### config.mk
export PLATFORM = sky130hd
export DESIGN_NAME = status_led_priority_monitor
export DESIGN_NICKNAME = d
export VERILOG_FILES = /design/src/rtl/slpm_pkg.sv /design/src/rtl/status_led_priority_monitor.sv /design/src/rtl/slpm_cfg.sv
export SDC_FILE = /design/constraint.sdc
export NUM_CORES = 1
export LEC_CHECK = 0
export BUFFER_PORTS_ARGS = -buffer_cell sky130_fd_sc_hd__buf_2
export CAP_MARGIN = 15
export CELL_PAD_IN_SITES_DETAIL_PLACEMENT = 1
export CELL_PAD_IN_SITES_GLOBAL_PLACEMENT = 1
export CORE_MARGIN = 1
export CORE_UTILIZATION = 32
export DETAILED_ROUTE_END_ITERATION = 7
export PLACE_DENSITY = 0.68
export SLEW_MARGIN = 20
export SYNTH_ARGS = -nofsm -noshare
export SYNTH_HDL_FRONTEND = slang
export SYNTH_SLANG_ARGS = --single-unit
### constraint.sdc
create_clock -name i_clk -period 15.7 [get_ports i_clk]
set_input_delay 3.14 -clock i_clk [delete_from_list [all_inputs] [get_ports i_clk]]
set_output_delay 3.14 -clock i_clk [all_outputs]
set_load 0.01 [all_outputs]
### src/rtl/slpm_pkg.sv
// Package for the status LED priority monitor: stream and config widths,
// register indexes and reset values, command codes, colours and the config struct.
// No dependencies.
`default_nettype none

package slpm_pkg;

    // Time stamp width default
    localparam int TIME_WIDTH_DEF = 32;

    // Stream payload widths
    localparam int NOW_W      = 32;
    localparam int CUR_W      = 20;
    localparam int IN_DATA_W  = 80;   // 78 bits of fields, padded to bytes
    localparam int IN_USER_W  = 1;
    localparam int OUT_DATA_W = 32;   // 27 bits of fields, padded to bytes
    localparam int COLOUR_W   = 24;

    // Configuration port
    localparam int CFG_IDX_W  = 3;
    localparam int CFG_DATA_W = 27;
    localparam int HOLD_W     = 27;

    localparam logic [CFG_IDX_W-1:0] CFG_TICK_PERIOD   = 3'd0;
    localparam logic [CFG_IDX_W-1:0] CFG_POLL_PERIOD   = 3'd1;
    localparam logic [CFG_IDX_W-1:0] CFG_CURRENT_LIMIT = 3'd2;
    localparam logic [CFG_IDX_W-1:0] CFG_FAULT_HOLD    = 3'd3;
    localparam logic [CFG_IDX_W-1:0] CFG_ACTIVITY_HOLD = 3'd4;

    localparam logic [19:0] TICK_PERIOD_RST   = 20'd10000;
    localparam logic [23:0] POLL_PERIOD_RST   = 24'd100000;
    localparam logic [18:0] CURRENT_LIMIT_RST = 19'd50000;
    localparam logic [26:0] FAULT_HOLD_RST    = 27'd1000000;
    localparam logic [26:0] ACTIVITY_HOLD_RST = 27'd200000;

    // Transaction kinds carried in tuser
    localparam logic OP_EVENT = 1'b0;
    localparam logic OP_TICK  = 1'b1;

    // Probe commands that count as activity
    localparam logic [7:0] CMD_XFER_A = 8'h05;  // ack in response byte 2
    localparam logic [7:0] CMD_XFER_B = 8'h06;  // ack in response byte 3
    localparam logic [7:0] CMD_XFER_C = 8'h7f;  // no ack byte
    localparam logic [7:0] ACK_FAULT_MASK = 8'h1c;

    // Current saturation bounds
    localparam logic signed [CUR_W-1:0] CUR_MAX = 20'sd400000;
    localparam logic signed [CUR_W-1:0] CUR_MIN = -20'sd400000;

    // LED colours, GRB order
    localparam logic [COLOUR_W-1:0] COL_RED   = 24'h001400;
    localparam logic [COLOUR_W-1:0] COL_AMBER = 24'h081200;
    localparam logic [COLOUR_W-1:0] COL_GREEN = 24'h0c0000;
    localparam logic [COLOUR_W-1:0] COL_BLUE  = 24'h00000c;

    typedef struct packed {
        logic [19:0]       tick_period;
        logic [23:0]       poll_period;
        logic [18:0]       current_limit;
        logic [HOLD_W-1:0] fault_hold;
        logic [HOLD_W-1:0] activity_hold;
    } t_cfg;

endpackage

`default_nettype wire

### src/rtl/status_led_priority_monitor.sv
// Status LED priority monitor: stamps probe activity and faults, gates ticks,
// takes sensor polls and picks the LED colour. Depends on slpm_pkg, slpm_cfg.
//
// Timing: an accepted tick sits in the input register, and the evaluation stage
// then loads the result register. Throughput: one transaction per cycle unless
// a result meets a full output; the evaluation stage reads and updates the time
// stamps in the same cycle, so back-to-back items chain.
// Reset (synchronous, active low): stamps, flags and stored current clear,
// sent colour returns to blue, config registers take their defaults.
`default_nettype none

module status_led_priority_monitor #(
    parameter int TIME_WIDTH = slpm_pkg::TIME_WIDTH_DEF
) (
    input  wire logic                            i_clk,
    input  wire logic                            i_rst_n,
    // Input stream
    input  wire logic                            s_axis_tvalid,
    output logic                                 s_axis_tready,
    // now_us[31:0], command[39:32], resp_byte_two[47:40], resp_byte_three[55:48],
    // poll_ok[56], poll current[76:57], usb_ready[77], zero pad [79:78]
    input  wire logic [slpm_pkg::IN_DATA_W-1:0]  s_axis_tdata,
    // op[0]
    input  wire logic [slpm_pkg::IN_USER_W-1:0]  s_axis_tuser,
    // Result stream
    output logic                                 m_axis_tvalid,
    input  wire logic                            m_axis_tready,
    // led_grb[23:0], led_write[24], poll_due[25], over-limit flag[26], zero pad [31:27]
    output logic [slpm_pkg::OUT_DATA_W-1:0]      m_axis_tdata,
    // Configuration write channel
    input  wire logic                            i_cfg_valid,
    output logic                                 o_cfg_ready,
    input  wire logic [slpm_pkg::CFG_IDX_W-1:0]  i_cfg_index,
    input  wire logic [slpm_pkg::CFG_DATA_W-1:0] i_cfg_data
);
    import slpm_pkg::*;

    localparam int CMP_W = (TIME_WIDTH > HOLD_W) ? TIME_WIDTH : HOLD_W;

    t_cfg w_cfg;

    slpm_cfg u_cfg (
        .i_clk       (i_clk),
        .i_rst_n     (i_rst_n),
        .i_cfg_valid (i_cfg_valid),
        .o_cfg_ready (o_cfg_ready),
        .i_cfg_index (i_cfg_index),
        .i_cfg_data  (i_cfg_data),
        .o_cfg       (w_cfg)
    );

    // Input register
    logic                    r_in_valid;
    logic                    r_op;
    logic [NOW_W-1:0]        r_now;
    logic [7:0]              r_cmd;
    logic [7:0]              r_byte_two;
    logic [7:0]              r_byte_three;
    logic                    r_poll_ok;
    logic signed [CUR_W-1:0] r_cur_in;
    logic                    r_usb_ready;

    // Monitor state
    logic [TIME_WIDTH-1:0]   r_tick_stamp;
    logic [TIME_WIDTH-1:0]   r_poll_stamp;
    logic [TIME_WIDTH-1:0]   r_activity_stamp;
    logic [TIME_WIDTH-1:0]   r_fault_stamp;
    logic                    r_activity_seen;
    logic                    r_fault_seen;
    logic                    r_sensor_healthy;
    logic signed [CUR_W-1:0] r_stored_current;
    logic [COLOUR_W-1:0]     r_sent_colour;

    // Result register
    logic                    r_out_valid;
    logic [COLOUR_W-1:0]     r_led_grb;
    logic                    r_led_write;
    logic                    r_poll_due;
    logic                    r_over_limit;

    // Evaluation stage signals
    logic                    w_s1_emit;
    logic                    w_s1_go;
    logic                    w_s1_fire;
    logic                    w_in_fire;
    logic [TIME_WIDTH-1:0]   w_now;
    logic [TIME_WIDTH-1:0]   w_tick_dt;
    logic [TIME_WIDTH-1:0]   w_poll_dt;
    logic [TIME_WIDTH-1:0]   w_fault_dt;
    logic [TIME_WIDTH-1:0]   w_activity_dt;
    logic                    w_cmd_hit;
    logic [7:0]              w_ack;
    logic                    w_ack_fault;
    logic                    w_tick_pass;
    logic                    w_poll_due;
    logic                    w_fault_recent;
    logic                    w_activity_recent;
    logic signed [CUR_W-1:0] w_cur_sat;
    logic                    n_sensor_healthy;
    logic signed [CUR_W-1:0] n_stored_current;
    logic                    w_over;
    logic [COLOUR_W-1:0]     w_colour;

    // Handshake: stage 1 stalls only when it holds a result and the output is full
    assign w_s1_go       = !w_s1_emit || !r_out_valid || m_axis_tready;
    assign w_s1_fire     = r_in_valid && w_s1_go;
    assign s_axis_tready = !r_in_valid || w_s1_go;
    assign w_in_fire     = s_axis_tvalid && s_axis_tready;

    // Transfer event decode
    always_comb begin
        w_cmd_hit = 1'b0;
        w_ack     = 8'h00;
        case (r_cmd)
            CMD_XFER_A: begin
                w_cmd_hit = 1'b1;
                w_ack     = r_byte_two;
            end
            CMD_XFER_B: begin
                w_cmd_hit = 1'b1;
                w_ack     = r_byte_three;
            end
            CMD_XFER_C: begin
                w_cmd_hit = 1'b1;
            end
            default: begin
                w_cmd_hit = 1'b0;
            end
        endcase
    end
    assign w_ack_fault = |(w_ack & ACK_FAULT_MASK);

    // Wrap-safe elapsed-time gates; differences wrap at the time width
    assign w_now         = TIME_WIDTH'(r_now);
    assign w_tick_dt     = w_now - r_tick_stamp;
    assign w_poll_dt     = w_now - r_poll_stamp;
    assign w_fault_dt    = w_now - r_fault_stamp;
    assign w_activity_dt = w_now - r_activity_stamp;
    assign w_tick_pass = CMP_W'(w_tick_dt) >= CMP_W'(w_cfg.tick_period);
    assign w_poll_due  = CMP_W'(w_poll_dt) >= CMP_W'(w_cfg.poll_period);
    assign w_fault_recent = r_fault_seen &&
        (CMP_W'(w_fault_dt) < CMP_W'(w_cfg.fault_hold));
    assign w_activity_recent = r_activity_seen &&
        (CMP_W'(w_activity_dt) < CMP_W'(w_cfg.activity_hold));

    // Poll outcome with current saturation
    always_comb begin
        if (r_cur_in > CUR_MAX) begin
            w_cur_sat = CUR_MAX;
        end else if (r_cur_in < CUR_MIN) begin
            w_cur_sat = CUR_MIN;
        end else begin
            w_cur_sat = r_cur_in;
        end
    end
    assign n_sensor_healthy = w_poll_due ? r_poll_ok : r_sensor_healthy;
    assign n_stored_current = (w_poll_due && r_poll_ok) ? w_cur_sat : r_stored_current;
    assign w_over = n_stored_current > $signed({1'b0, w_cfg.current_limit});

    // Colour priority: red, amber, green, blue
    always_comb begin
        if (!n_sensor_healthy || w_over || w_fault_recent) begin
            w_colour = COL_RED;
        end else if (w_activity_recent) begin
            w_colour = COL_AMBER;
        end else if (r_usb_ready) begin
            w_colour = COL_GREEN;
        end else begin
            w_colour = COL_BLUE;
        end
    end

    assign w_s1_emit = (r_op == OP_TICK) && w_tick_pass;

    // Input register load
    always_ff @(posedge i_clk) begin
        if (!i_rst_n) begin
            r_in_valid <= 1'b0;
        end else if (w_in_fire) begin
            r_in_valid <= 1'b1;
        end else if (w_s1_fire) begin
            r_in_valid <= 1'b0;
        end
    end

    always_ff @(posedge i_clk) begin
        if (w_in_fire) begin
            r_op         <= s_axis_tuser[0];
            r_now        <= s_axis_tdata[31:0];
            r_cmd        <= s_axis_tdata[39:32];
            r_byte_two   <= s_axis_tdata[47:40];
            r_byte_three <= s_axis_tdata[55:48];
            r_poll_ok    <= s_axis_tdata[56];
            r_cur_in     <= s_axis_tdata[76:57];
            r_usb_ready  <= s_axis_tdata[77];
        end
    end

    // State update
    always_ff @(posedge i_clk) begin
        if (!i_rst_n) begin
            r_tick_stamp     <= '0;
            r_poll_stamp     <= '0;
            r_activity_stamp <= '0;
            r_fault_stamp    <= '0;
            r_activity_seen  <= 1'b0;
            r_fault_seen     <= 1'b0;
            r_sensor_healthy <= 1'b0;
            r_stored_current <= '0;
            r_sent_colour    <= COL_BLUE;
        end else if (w_s1_fire) begin
            if (r_op == OP_EVENT) begin
                if (w_cmd_hit) begin
                    r_activity_stamp <= w_now;
                    r_activity_seen  <= 1'b1;
                    if (w_ack_fault) begin
                        r_fault_stamp <= w_now;
                        r_fault_seen  <= 1'b1;
                    end
                end
            end else if (w_tick_pass) begin
                r_tick_stamp     <= w_now;
                r_sensor_healthy <= n_sensor_healthy;
                r_stored_current <= n_stored_current;
                r_sent_colour    <= w_colour;
                if (w_poll_due) begin
                    r_poll_stamp <= w_now;
                end
            end
        end
    end

    // Result register
    always_ff @(posedge i_clk) begin
        if (!i_rst_n) begin
            r_out_valid <= 1'b0;
        end else if (w_s1_fire && w_s1_emit) begin
            r_out_valid <= 1'b1;
        end else if (m_axis_tready) begin
            r_out_valid <= 1'b0;
        end
    end

    always_ff @(posedge i_clk) begin
        if (w_s1_fire && w_s1_emit) begin
            r_led_grb    <= w_colour;
            r_led_write  <= (w_colour != r_sent_colour);
            r_poll_due   <= w_poll_due;
            r_over_limit <= w_over;
        end
    end

    assign m_axis_tvalid = r_out_valid;
    assign m_axis_tdata  = {5'b00000, r_over_limit, r_poll_due, r_led_write, r_led_grb};

endmodule

`default_nettype wire

### src/rtl/slpm_cfg.sv
// Configuration register file of the status LED priority monitor.
// Depends on slpm_pkg.
`default_nettype none

module slpm_cfg (
    input  wire logic                           i_clk,
    input  wire logic                           i_rst_n,
    input  wire logic                           i_cfg_valid,
    output logic                                o_cfg_ready,
    input  wire logic [slpm_pkg::CFG_IDX_W-1:0]  i_cfg_index,
    input  wire logic [slpm_pkg::CFG_DATA_W-1:0] i_cfg_data,
    output slpm_pkg::t_cfg                      o_cfg
);
    import slpm_pkg::*;

    t_cfg r_cfg;
    t_cfg n_cfg;

    // Writes are always taken
    assign o_cfg_ready = 1'b1;
    assign o_cfg       = r_cfg;

    // Index decode; unknown indexes are dropped
    always_comb begin
        n_cfg = r_cfg;
        if (i_cfg_valid) begin
            unique case (i_cfg_index)
                CFG_TICK_PERIOD:   n_cfg.tick_period   = i_cfg_data[19:0];
                CFG_POLL_PERIOD:   n_cfg.poll_period   = i_cfg_data[23:0];
                CFG_CURRENT_LIMIT: n_cfg.current_limit = i_cfg_data[18:0];
                CFG_FAULT_HOLD:    n_cfg.fault_hold    = i_cfg_data[HOLD_W-1:0];
                CFG_ACTIVITY_HOLD: n_cfg.activity_hold = i_cfg_data[HOLD_W-1:0];
                default:           n_cfg = r_cfg;
            endcase
        end
    end

    always_ff @(posedge i_clk) begin
        if (!i_rst_n) begin
            r_cfg.tick_period   <= TICK_PERIOD_RST;
            r_cfg.poll_period   <= POLL_PERIOD_RST;
            r_cfg.current_limit <= CURRENT_LIMIT_RST;
            r_cfg.fault_hold    <= FAULT_HOLD_RST;
            r_cfg.activity_hold <= ACTIVITY_HOLD_RST;
        end else begin
            r_cfg <= n_cfg;
        end
    end

endmodule

`default_nettype wire

Word-level counts from Yosys, hierarchy flattened
Index checks and enable logic that the tools add are counted.

Output and inout port bits: 35. Memories kept: 0. Bits in writable memories: 0. Bits in registers: 394. Bits in latches: 0. Logic and storage cells: 91. Memory bits (read-only): 0.

Equal/unequal tests: 8. Bitwise logic cells: 1. Mux-type cells: 13. Reductions and logical operators: 30. $mul: 0. Divide/modulo/power cells: 0. Add/subtract/negate cells: 4. Shifts and indexed selects: 0. Order comparisons: 7.

Operators with widths (number): $sub 32x32->32 (4); $mux 20 (6); $lt 32x27->1 (2); $ge 32x20->1 (1); $ge 32x24->1 (1); $ne 24x24->1 (1); $gt 20x20->1 (1); $gt 20x20->1 const B (1); $lt 20x20->1 const B (1); $eq 8x3->1 const B (2); $pmux 5 s2 (1); $reduce_and 2->1 (5); $eq 8x7->1 const B (1); $reduce_and 4->1 (2); $logic_and 1x1->1 (7); $eq 3x2->1 const B (2); $mux 1 (6); $reduce_and 3->1 (2); $reduce_or 3->1 (2); $logic_or 1x1->1 (5); $logic_not 1->1 (4); $reduce_bool 2->1 (2); $eq 3x1->1 const B (1); $eq 3x3->1 const B (1); 2 further kinds (2).

Longest topological paths before layout
Gate-level depths: netlist of run 1.

Word-level depth: 9. Depth in mapped cells: 37.

Cells and area by module
From an unflattened synthesis of run 1, not the netlist that was laid out.

Cells, all modules: 2853. Area total of the unflattened synthesis: 24101.9 µm².

Modules (own cells, without submodules): status_led_priority_monitor (sequential area each 5525.3 µm², cells an instance 2418, times used 1, area an instance 19613.8 µm²); slpm_cfg (sequential area each 2342.2 µm², cells an instance 435, times used 1, area an instance 4488.1 µm²).

Worst setup path after synthesis of run 1
OpenSTA, ideal clock, no wires.

Kind: register to register. From: register r_now[1]. To: register r_byte_three[2] (enable). Data required time: 15.181 ns. Arrival time: 8.115 ns. Library setup time: 0.519 ns. Stages on the path, launching flop included: 21. Slack: 7.066 ns. Cell sequence: edfxtp_1 -> ha_1 -> nor2b_1 -> o2111ai_1 -> a21oi_1 -> or2_2 -> or4b_2 -> a31o_2 -> and3_1 -> a311oi_1 -> xnor2_1 -> ha_1 -> and4_1 -> o21ai_0 -> nor3b_1 -> nor4_1 -> nand4_1 -> a311oi_1 -> a41oi_1 -> clkbuf_1 -> a21oi_1.

Cells in the longest elaborated chain, start to end: 8.

RTL lines: start: declaration (line status_led_priority_monitor.sv:55) `logic [NOW_W-1:0] r_now;`; start signal: assignment (line status_led_priority_monitor.sv:189) `r_now <= s_axis_tdata[31:0];`; $sub 32x32->32 (line status_led_priority_monitor.sv:135) `assign w_tick_dt = w_now - r_tick_stamp;`; $ge 32x20->1 (line status_led_priority_monitor.sv:139) `assign w_tick_pass = CMP_W'(w_tick_dt) >= CMP_W'(w_cfg.tick_period);`; $logic_and 1x1->1 (line status_led_priority_monitor.sv:173) `assign w_s1_emit = (r_op == OP_TICK) && w_tick_pass;`; $logic_not 1->1 (line status_led_priority_monitor.sv:105) `assign w_s1_go = !w_s1_emit || !r_out_valid || m_axis_tready;`; $logic_or 1x1->1 (2 in a row) (line status_led_priority_monitor.sv:105); $logic_or 1x1->1 (line status_led_priority_monitor.sv:107) `assign s_axis_tready = !r_in_valid || w_s1_go;`; $logic_and 1x1->1 (line status_led_priority_monitor.sv:108) `assign w_in_fire = s_axis_tvalid && s_axis_tready;`; via w_in_fire (line status_led_priority_monitor.sv:85) `logic w_in_fire;`; end signal: assignment (line status_led_priority_monitor.sv:192) `r_byte_three <= s_axis_tdata[55:48];`; end: declaration (line status_led_priority_monitor.sv:58) `logic [7:0] r_byte_three;`.

The timed path passes the listed nets, and every way through them passes these cells. A chain may end at the register's enable or synchronous reset.

Final worst setup path of run 1
From: register r_now[6]. To: output port s_axis_tready.

Cells in the longest elaborated chain, start to end: 7.

RTL lines: $sub 32x32->32 (line status_led_priority_monitor.sv:135); $ge 32x20->1 (line status_led_priority_monitor.sv:139); $logic_and 1x1->1 (line status_led_priority_monitor.sv:173); $logic_not 1->1 (line status_led_priority_monitor.sv:105); $logic_or 1x1->1 (2 in a row) (line status_led_priority_monitor.sv:105); $logic_or 1x1->1 (line status_led_priority_monitor.sv:107); end: declaration (line status_led_priority_monitor.sv:19) `output logic s_axis_tready,`.

No other way between the ends.

==> impl_metrics.ini, run 1 <==
[outcome]
status = completed

[critical_path]
r2r_start = r_now[0]
cp_slowest_cell = or4b_2
crit_chain = ha_1, a21o_1, a211oi_1, nor2_1, or2_2, or4b_2, a31o_2, and3_1, a311oi_1, xnor2_1, ha_1, a2111oi_0, o2111ai_1, nor4_1, nand4_1, a311oi_1, a41oi_2, buf_4, nand2_1, buf_2
reg2reg_depth = 33
cp_top_family = compound AO/OA/AOI/OAI gates
cp.required_ns = 12.56
startpoint = r_now[6]
worstSetupPathType = reg -> out
crit_end = s_axis_tready
rrSetupSlack_ns = 6.62
crit_buf_inv = 2
slowest_delay_ns = 0.62
reg2reg_to = r_led_write
cp_max_fo = 12
critical_path_depth = 20
cp-start-kind = flop
worstPathArrival_ns = 6.46
endpoint_kind = primary output

[timing]
fmax_mhz = 104.2
final_hold_viol_count = 0
setup_violations = 0
tightest_slew_ns = 1.089
timing.final.ws_setup_ns = 6.104
layout_min_cycle_time_ns = 9.596
finClkSkew_ns = 0.02635
finalCritPeriodShare_pct = 61.12
rsz0062_at_grt = no
max_slew_margin_pct = 27.22
fin_setup_tns_ns = 0
drv_slew = 0

[synthesis]
avgSynthCellArea_um2 = 8.389
synth_flop_cell = dfxtp_1
synth_edf_count = 78
yosys_register_bits = 354
netlist_area_mm2 = 0.02277
yosys.area_share.simple_pct = 15.66
synth-seq-area-share_pct = 34.56
synth_cell_types = 91
synth-warning-count = 0
syn_inst = 2714
muxShareOfSynthArea_pct = 7.309
synth_top_family_by_area = compound AO/OA/AOI/OAI gates
synth_async_sr_flop_share_pct = 0
synth-xor-area-share_pct = 3.578
synthAdderAreaFrac_pct = 13.54
synth_compound_area_share_pct = 17.37

[pwr]
ir_drop_mv = 0.08121
finalPower_mw = 2.417
pwr_density_cell_mw_per_mm2 = 94.68
leakagePower_nw = 10.13

[floorplanning]
dieArea_mm2 = 0.07222
floorplan.initialDensity_pct = 32.40
rows = 97
core-area_mm2 = 0.07027
die_y_um = 268.7
pin_count = 151
die_x_um = 268.7

[global_route]
antenna_found_initial = 11
grt_pass1_vias = 20070
grt_pass1_wl_um = 106300
grtUsageTotal_pct = 18.52
overflow = 0
grt_max_degree = 86

[route]
vias_per_cell = 5.074
num_vias = 19090
wl_um = 66390
firstDrtPassIters = 4
drt-wirelength-per-cell_um = 17.64
drc = 0
drt-initial-drc-count = 738
ant_nets = 0

[clock_network]
clk_pin_slew_worst_paths_ns = 0.06
postCtsHoldBufs = 0
cts_buffers = 43
postCtsSetupBuffers = 0
cts_tree = built
clockBufferDepth = 3
cts_sinks = 354
cts_root_buf = clkbuf_16
insertion_delay_ns = 0.59
cts_resized = 0
htreeDepth = 2

[layout]
fillers = 8311
post-route-util_pct = 36.34
final_nets = 3149
multiInputGateArea_mm2 = 0.01321
seq_area_mm2 = 0.007868
layout_common_cells = nand2_1 (381), inv_1 (304), dfxtp_1 (276)
final_common_cell = nand2_1
syn_to_final_growth_pct = 12.14
drive_gt1_share_pct = 8.543
fin_area_mm2 = 0.02553

[min_path]
hold_path_class = reg -> reg
hold_depth = 2

[placed_design]
dp_hpwl_um = 50800
portBuffers = 115
dpl_cell_area_mm2 = 0.02413
routabilityCongestion = 0.8664
dp_slack_ns = 6.692

[flow_run]
drv_cap = 0
-- tightest hold or removal path, stage by stage, from the launching register on --
cell and delay (ns):
dfxtp_1 0.31, nand2_1 0.05, a21oi_1 0.05
-- kinds of logic after synthesis --
group | count (synthesis)
xor+xnor | 93
mux | 165
flops | 354
buf+inv | 432
compound gates | 618
other cells | 2
simple gates | 806
fa+ha+maj | 244
-- registers in the layout, summed over array words and instances (netlist names), 3 cells and up --
name / count
r_cmd: 8
r_tick_stamp: 32
r_fault_stamp: 32
r_poll_stamp: 32
r_sent_colour: 6
r_byte_two: 3
r_led_grb: 6
r_byte_three: 3
r_stored_current: 20
r_cur_in: 20
r_now: 32
u_cfg.o_cfg: 117
r_activity_stamp: 32
-- routing by layer --
| layer | routed length, um | share of wire [%] | vias to the layer above | GRT usage, % |
|---|---|---|---|---|
| met5 | 92 | 0.14 | - | 0 |
| met4 | 1863 | 2.8 | 18 | 5.620 |
| met3 | 2527 | 3.8 | 118 | 2.822 |
| met2 | 31850 | 48 | 273 | 32.53 |
| met1 | 30050 | 45 | 9214 | 23.18 |
| li1 | - | - | 9471 | - |
-- worst min-delay path by stage --
stage                    start              end
2_1_floorplan  r_activity_seen  r_activity_seen
3_3_place_gp   u_cfg.o_cfg[84]  u_cfg.o_cfg[84]
3_5_place_dp   r_poll_stamp[7]  r_poll_stamp[7]
4_1_cts        u_cfg.o_cfg[50]  u_cfg.o_cfg[50]
5_1_grt        u_cfg.o_cfg[87]  u_cfg.o_cfg[87]
6_report       u_cfg.o_cfg[74]  u_cfg.o_cfg[74]
-- final cells by class --
cell class | instances | share of cell area, %
Antenna cell | 2 | 0.01960
Clock buffer | 61 | 4.876
Clock inverter | 16 | 0.5733
Inverter | 306 | 4.518
Multi-Input combinational cell | 1949 | 51.73
Sequential cell | 354 | 30.81
Tap cell | 940 | 4.606
Timing Repair Buffer | 135 | 2.867
-- report_power, final --
part           switching [mW]  internal [mW]
registers              0.0239          0.960
clock network           0.417          0.571
logic                   0.269          0.176
-- through the flow --
step,hold WS (ns),std cells
floorplan,0.4320,2735
global placement,0.4433,3684
detailed placement,0.4474,3684
CTS,0.4554,3761
global route,0.4691,3762
finish,0.4536,3763
-- synthesized netlist by cell type (all sizes together), types with 7 or more instances --
master	number	area share [%]
nand2	382	6.3
inv	305	5.0
dfxtp	276	24
ha	240	13
a21oi	233	5.1
nor2	213	3.5
mux2i	158	6.9
o21ai	99	2.2
edfxtp	78	10
clkbuf	77	1.3
a21o	68	2.2
xnor2	55	2.1
buf	49	1.6
o211ai	45	1.5
xor2	38	1.5
nand3	36	0.79
nor3	29	0.66
nand4	28	0.77
a211oi	27	0.96
nand2b	24	0.66
nor2b	24	0.66
o21a	20	0.66
o21bai	18	0.59
a31oi	17	0.49
and3	11	0.30
o2111ai	11	0.42
nor4	10	0.30
and2	9	0.25
and4	9	0.35
nor3b	8	0.29
o31ai	8	0.26
a2111oi	7	0.27
mux2	7	0.36
Note: power is estimated with default switching activity, not from simulation.
==> inputs of run 2 (changes only) <==
Settings changed: PLACE_DENSITY 0.68 to 0.7.
Clock period 15.7 ns to 8 ns, I/O delays scaled along.
==> run 2 against run 1 <==
Global-route usage up 0.42 points. Hold slack got worse by 0.00089 ns. Largest power group unchanged. Clock skew shrank 0.0050 ns. Clock-buffer cell count increased by 3. Combinational power increased by 100%. Critical path type unchanged. Worst setup slack worse by 5.7 ns. Sequential cell count is the same. Critical path depth increased by 2. Non-clock buffer count up 26. Cell count increased by 0.66%.
==> impl_metrics.ini, run 2 (synthesized netlist as in run 1, its figures left out) <==
[timing]
setup_violations = 0
tightest_slew_ns = 1.099
layout_min_cycle_time_ns = 7.623
timing.final.ws_setup_ns = 0.3772
drv_slew = 0
finClkSkew_ns = 0.02133
final_hold_viol_count = 0
max_slew_margin_pct = 26.71
fmax_mhz = 131.2
finalCritPeriodShare_pct = 95.29

[clock_network]
postCtsHoldBufs = 0
cts_buffers = 43
cts_tree = built
clk_pin_slew_worst_paths_ns = 0.06
clockBufferDepth = 3
cts_root_buf = clkbuf_16
insertion_delay_ns = 0.59
htreeDepth = 2
cts_sinks = 354

[critical_path]
worstSetupPathType = reg -> out
reg2reg_to = r_led_write
reg2reg_depth = 37
r2r_start = r_now[0]
endpoint_kind = primary output
rrSetupSlack_ns = 0.56
cp_max_fo = 7
worstPathArrival_ns = 6.02
cp.required_ns = 6.40
cp-start-kind = flop

[pwr]
finalPower_mw = 4.824
leakagePower_nw = 10.29
ir_drop_mv = 0.1558
pwr_density_cell_mw_per_mm2 = 186.7

[route]
ant_nets = 0
wl_um = 68140
drt-initial-drc-count = 876
firstDrtPassIters = 5
vias_per_cell = 5.024
drt-wirelength-per-cell_um = 17.99
num_vias = 19030
drc = 0

[placed_design]
portBuffers = 115
dpl_cell_area_mm2 = 0.02435
dp.cells = 3709
dp_hpwl_um = 51880
routabilityCongestion = 0.8396
dp_slack_ns = 0.3889

[floorplanning]
pin_count = 151
die_x_um = 268.7
floorplan.initialDensity_pct = 32.40
die_y_um = 268.7
rows = 97
dieArea_mm2 = 0.07222
core-area_mm2 = 0.07027

[global_route]
antenna_found_initial = 6
overflow = 0
grt_pass1_wl_um = 107100
grt_max_degree = 155
grt_pass1_vias = 19310
grtUsageTotal_pct = 18.94

[outcome]
status = completed

[layout]
layout_common_cells = nand2_1 (381), inv_1 (304), dfxtp_1 (276)
fin_area_mm2 = 0.02583
post-route-util_pct = 36.76
drive_gt1_share_pct = 9.586
syn_to_final_growth_pct = 13.45
final_nets = 3175
largest_reg_flops = 117
fillers = 8390
finalNonFillerCells = 3788
final_common_cell = nand2_1
antennaDiodeCount = 0

[min_path]
hold_path_class = reg -> reg
hold_path_end = u_cfg.o_cfg[22]
min-delay-start = u_cfg.o_cfg[22]
hold_depth = 2

[flow_run]
drv_cap = 0
run 2: cell types whose count changed in the layout (fill, tap and decap cells not counted), moves of 2 or more:
cell | previous run | this run
buf_12 | 0 | 3
clkinv_8 | 2 | 0
diode_2 | 2 | 0
a311oi_1 | 4 | 2
clkinv_1 | 2 | 0
a311oi_2 | 0 | 2
buf_4 | 20 | 44
clkbuf_8 | 8 | 10
run 2: worst max path at each step:
| stage | start | endpoint | slack, ns |
|---|---|---|---|
| 2_1_floorplan | r_now[1] | r_byte_three[2] | 0.91 |
| 5_1_grt | r_now[6] | s_axis_tready | -0.006 |
| 3_3_place_gp | r_now[0] | r_led_write | 0.49 |
| 3_5_place_dp | r_now[0] | r_led_write | 0.39 |
| 4_1_cts | r_now[3] | s_axis_tready | 0.1 |
| 6_report | r_now[3] | s_axis_tready | 0.38 |
run 2: final cells by class:
class                      instances  area (um^2)  share of cell area [%]
sequential                       354         7868                   30.46
clock buffer                      64         1276                   4.941
tap                              940         1176                   4.553
clock inverter                    14        156.4                  0.6055
inverter                         306         1154                   4.466
timing repair buffer             161        960.9                   3.720
multi-input combinational       1949        13240                   51.26
run 2: repair_timing:
action / CTS / global route
setup buffers: 0 / 1
endpoints found under the setup margin: 1 / 2
pin swaps: 0 / 2
resized for setup: 1 / 7
hold endpoints to repair: 0 / 0
run 2: through the flow:
step                      hold WS [ns]   TNS [ns]
after CTS                       0.4550          0
after global routing            0.4715  -0.006124
after floorplan                 0.4320          0
final                           0.4527          0
after detailed placement        0.4468          0
after global placement          0.4429          0
run 2: power by group:
part / switching [mW] / total (mW) / leakage [nW] / internal [mW]
clock: 0.825 / 2.00 / 0.710 / 1.18
sequential: 0.0336 / 1.92 / 2.99 / 1.88
combinational: 0.551 / 0.907 / 6.59 / 0.356
total: 1.41 / 4.82 / 10.3 / 3.41
run 2: metal layers:
metal,track usage [%],part of all wire (%)
met1,25.56,48
met3,2.667,3.1
met2,32.01,47
met5,0,0.094
met4,3.854,1.6
run 2: worst max-delay path, stage by stage (launching register included):
cell	delay (ns)
edfxtp_1	0.42
buf_4	0.20
ha_1	0.37
a21o_1	0.21
a21oi_2	0.16
a21oi_1	0.14
or2_2	0.35
or4b_2	0.63
a31o_2	0.24
and3_1	0.19
a311oi_2	0.29
xnor2_1	0.16
ha_1	0.27
and4_1	0.20
o21ai_0	0.10
nor3b_1	0.13
nor4_1	0.32
nand4_1	0.17
a311oi_2	0.31
a41oi_2	0.14
buf_4	0.20
nand2_1	0.09
buf_2	0.14
==> inputs of run 3 (changes only) <==
Settings changed: CELL_PAD_IN_SITES_DETAIL_PLACEMENT 1 to not set, CELL_PAD_IN_SITES_GLOBAL_PLACEMENT 1 to not set, PLACE_DENSITY 0.7 to 0.58.
==> run 3 against run 2 <==
Clock skew rose by 0.0024 ns. Clock-buffer cell count shrank 5. Routed wire length shrank 12%. Design area barely moved. Global-route usage shrank 2.3 points. Non-clock buffer count fell by 2. Die area unchanged. Core utilization about the same. Highest routed layer unchanged. Worst setup slack improved by 0.014 ns. Combinational power decreased by 5.0%. Total power decreased by 1.5%.
==> impl_metrics.ini, run 3 (synthesized netlist as in run 1, its figures left out) <==
[outcome]
status = completed

[min_path]
hold_depth = 2
hold_path_class = reg -> reg

[clock_network]
clockBufferDepth = 3
cts_root_buf = clkbuf_16
cts_tree = built
clk_pin_slew_worst_paths_ns = 0.05
cts_buffers = 45
cts_sinks = 354
insertion_delay_ns = 0.58
htreeDepth = 2

[layout]
syn_to_final_growth_pct = 13.39
drive_gt1_share_pct = 9.400
fin_area_mm2 = 0.02582
fillers = 7290
final_nets = 3175
post-route-util_pct = 36.74
largest_reg_flops = 117
finalNonFillerCells = 3794
final_common_cell = nand2_1
layout_common_cells = nand2_1 (380), inv_1 (304), dfxtp_1 (276)

[route]
drc = 0
vias_per_cell = 4.855
num_vias = 18420
ant_nets = 0
drt-initial-drc-count = 912
wl_um = 60210
firstDrtPassIters = 5
drt-wirelength-per-cell_um = 15.87

[timing]
tightest_slew_ns = 1.059
finClkSkew_ns = 0.02370
setup_violations = 0
rsz0062_at_grt = no
hold_ws_ns = 0.4527
fin_setup_tns_ns = 0
timing.final.ws_setup_ns = 0.3915
finalCritPeriodShare_pct = 95.11
final_hold_viol_count = 0
layout_min_cycle_time_ns = 7.608
max_slew_margin_pct = 29.21
fmax_mhz = 131.4
drv_slew = 0

[placed_design]
portBuffers = 115
dp_slack_ns = 0.5860
dp.cells = 3706
dp_hpwl_um = 44830
dpl_cell_area_mm2 = 0.02434
routabilityCongestion = 0.8490

[floorplanning]
rows = 97
pin_count = 151
core-area_mm2 = 0.07027
die_y_um = 268.7
die_x_um = 268.7
floorplan.initialDensity_pct = 32.40
dieArea_mm2 = 0.07222

[critical_path]
cp-start-kind = flop
worstSetupPathType = reg -> out
cp_max_fo = 7
worstPathArrival_ns = 6.01
reg2reg_depth = 33
cp.required_ns = 6.40
endpoint_kind = primary output

[pwr]
finalPower_mw = 4.750
ir_drop_mv = 0.1855
pwr_density_cell_mw_per_mm2 = 184.0
leakagePower_nw = 10.28

[global_route]
grt_pass1_vias = 17490
grt_max_degree = 120
overflow = 0
grt_pass1_wl_um = 94800
antenna_found_initial = 9
grtUsageTotal_pct = 16.68

[flow_run]
drv_cap = 0
-- run 3: layout make-up --
class | instances | area [um^2] | share of cell area, %
diodes | 3 | 7.507 | 0.02908
clock inverters | 24 | 186.4 | 0.7221
well taps | 940 | 1176 | 4.556
clock buffers | 59 | 1241 | 4.808
flip-flops and latches | 354 | 7868 | 30.48
repair buffers | 159 | 962.2 | 3.727
inverters | 306 | 1154 | 4.469
multi-input cells | 1949 | 13220 | 51.21
-- run 3: power by group --
group          internal, mW  total (mW)  switching [mW]  leakage [nW]
clock network          1.16        1.97           0.810         0.702
registers              1.88        1.92          0.0357          2.99
logic                 0.352       0.862           0.511          6.59
-- run 3: path summary, 6_finish.rpt --
check	startpoint	to	slack [ns]
worst max register to register	r_now[0]	r_led_write	0.68
worst min register to register	u_cfg.o_cfg[74]	u_cfg.o_cfg[74]	0.45
worst max-delay path	r_now[3]	s_axis_tready	0.39
worst min-delay path	u_cfg.o_cfg[74]	u_cfg.o_cfg[74]	0.45
-- run 3: critical path, stage by stage, from the launching register on --
cell,delay [ns]
edfxtp_1,0.43
buf_4,0.21
ha_1,0.37
a21o_1,0.20
a21oi_1,0.17
a21oi_1,0.14
or2_2,0.35
or4b_2,0.62
a31o_2,0.25
and3_1,0.20
a311oi_2,0.29
xnor2_1,0.17
ha_1,0.28
and4_1,0.21
o21ai_0,0.11
nor3b_1,0.12
nor4_1,0.27
nand4_1,0.17
a311oi_2,0.28
a41oi_2,0.14
buf_4,0.19
nand2_1,0.10
buf_2,0.14
-- run 3: timing repair --
action,in CTS,in global routing
resized for setup,0,3
endpoints found under the setup margin,0,2
hold buffers,0,0
hold endpoints to repair,0,0
buffers inserted,0,2
-- run 3: routing by layer --
metal  share of wire, %  track usage [%]  vias up
met5               0.12                0        -
met1                 50            23.53     8483
met2                 44            26.71      299
met4                1.7            3.686       14
li1                   -                -     9550
met3                4.7            2.493       75
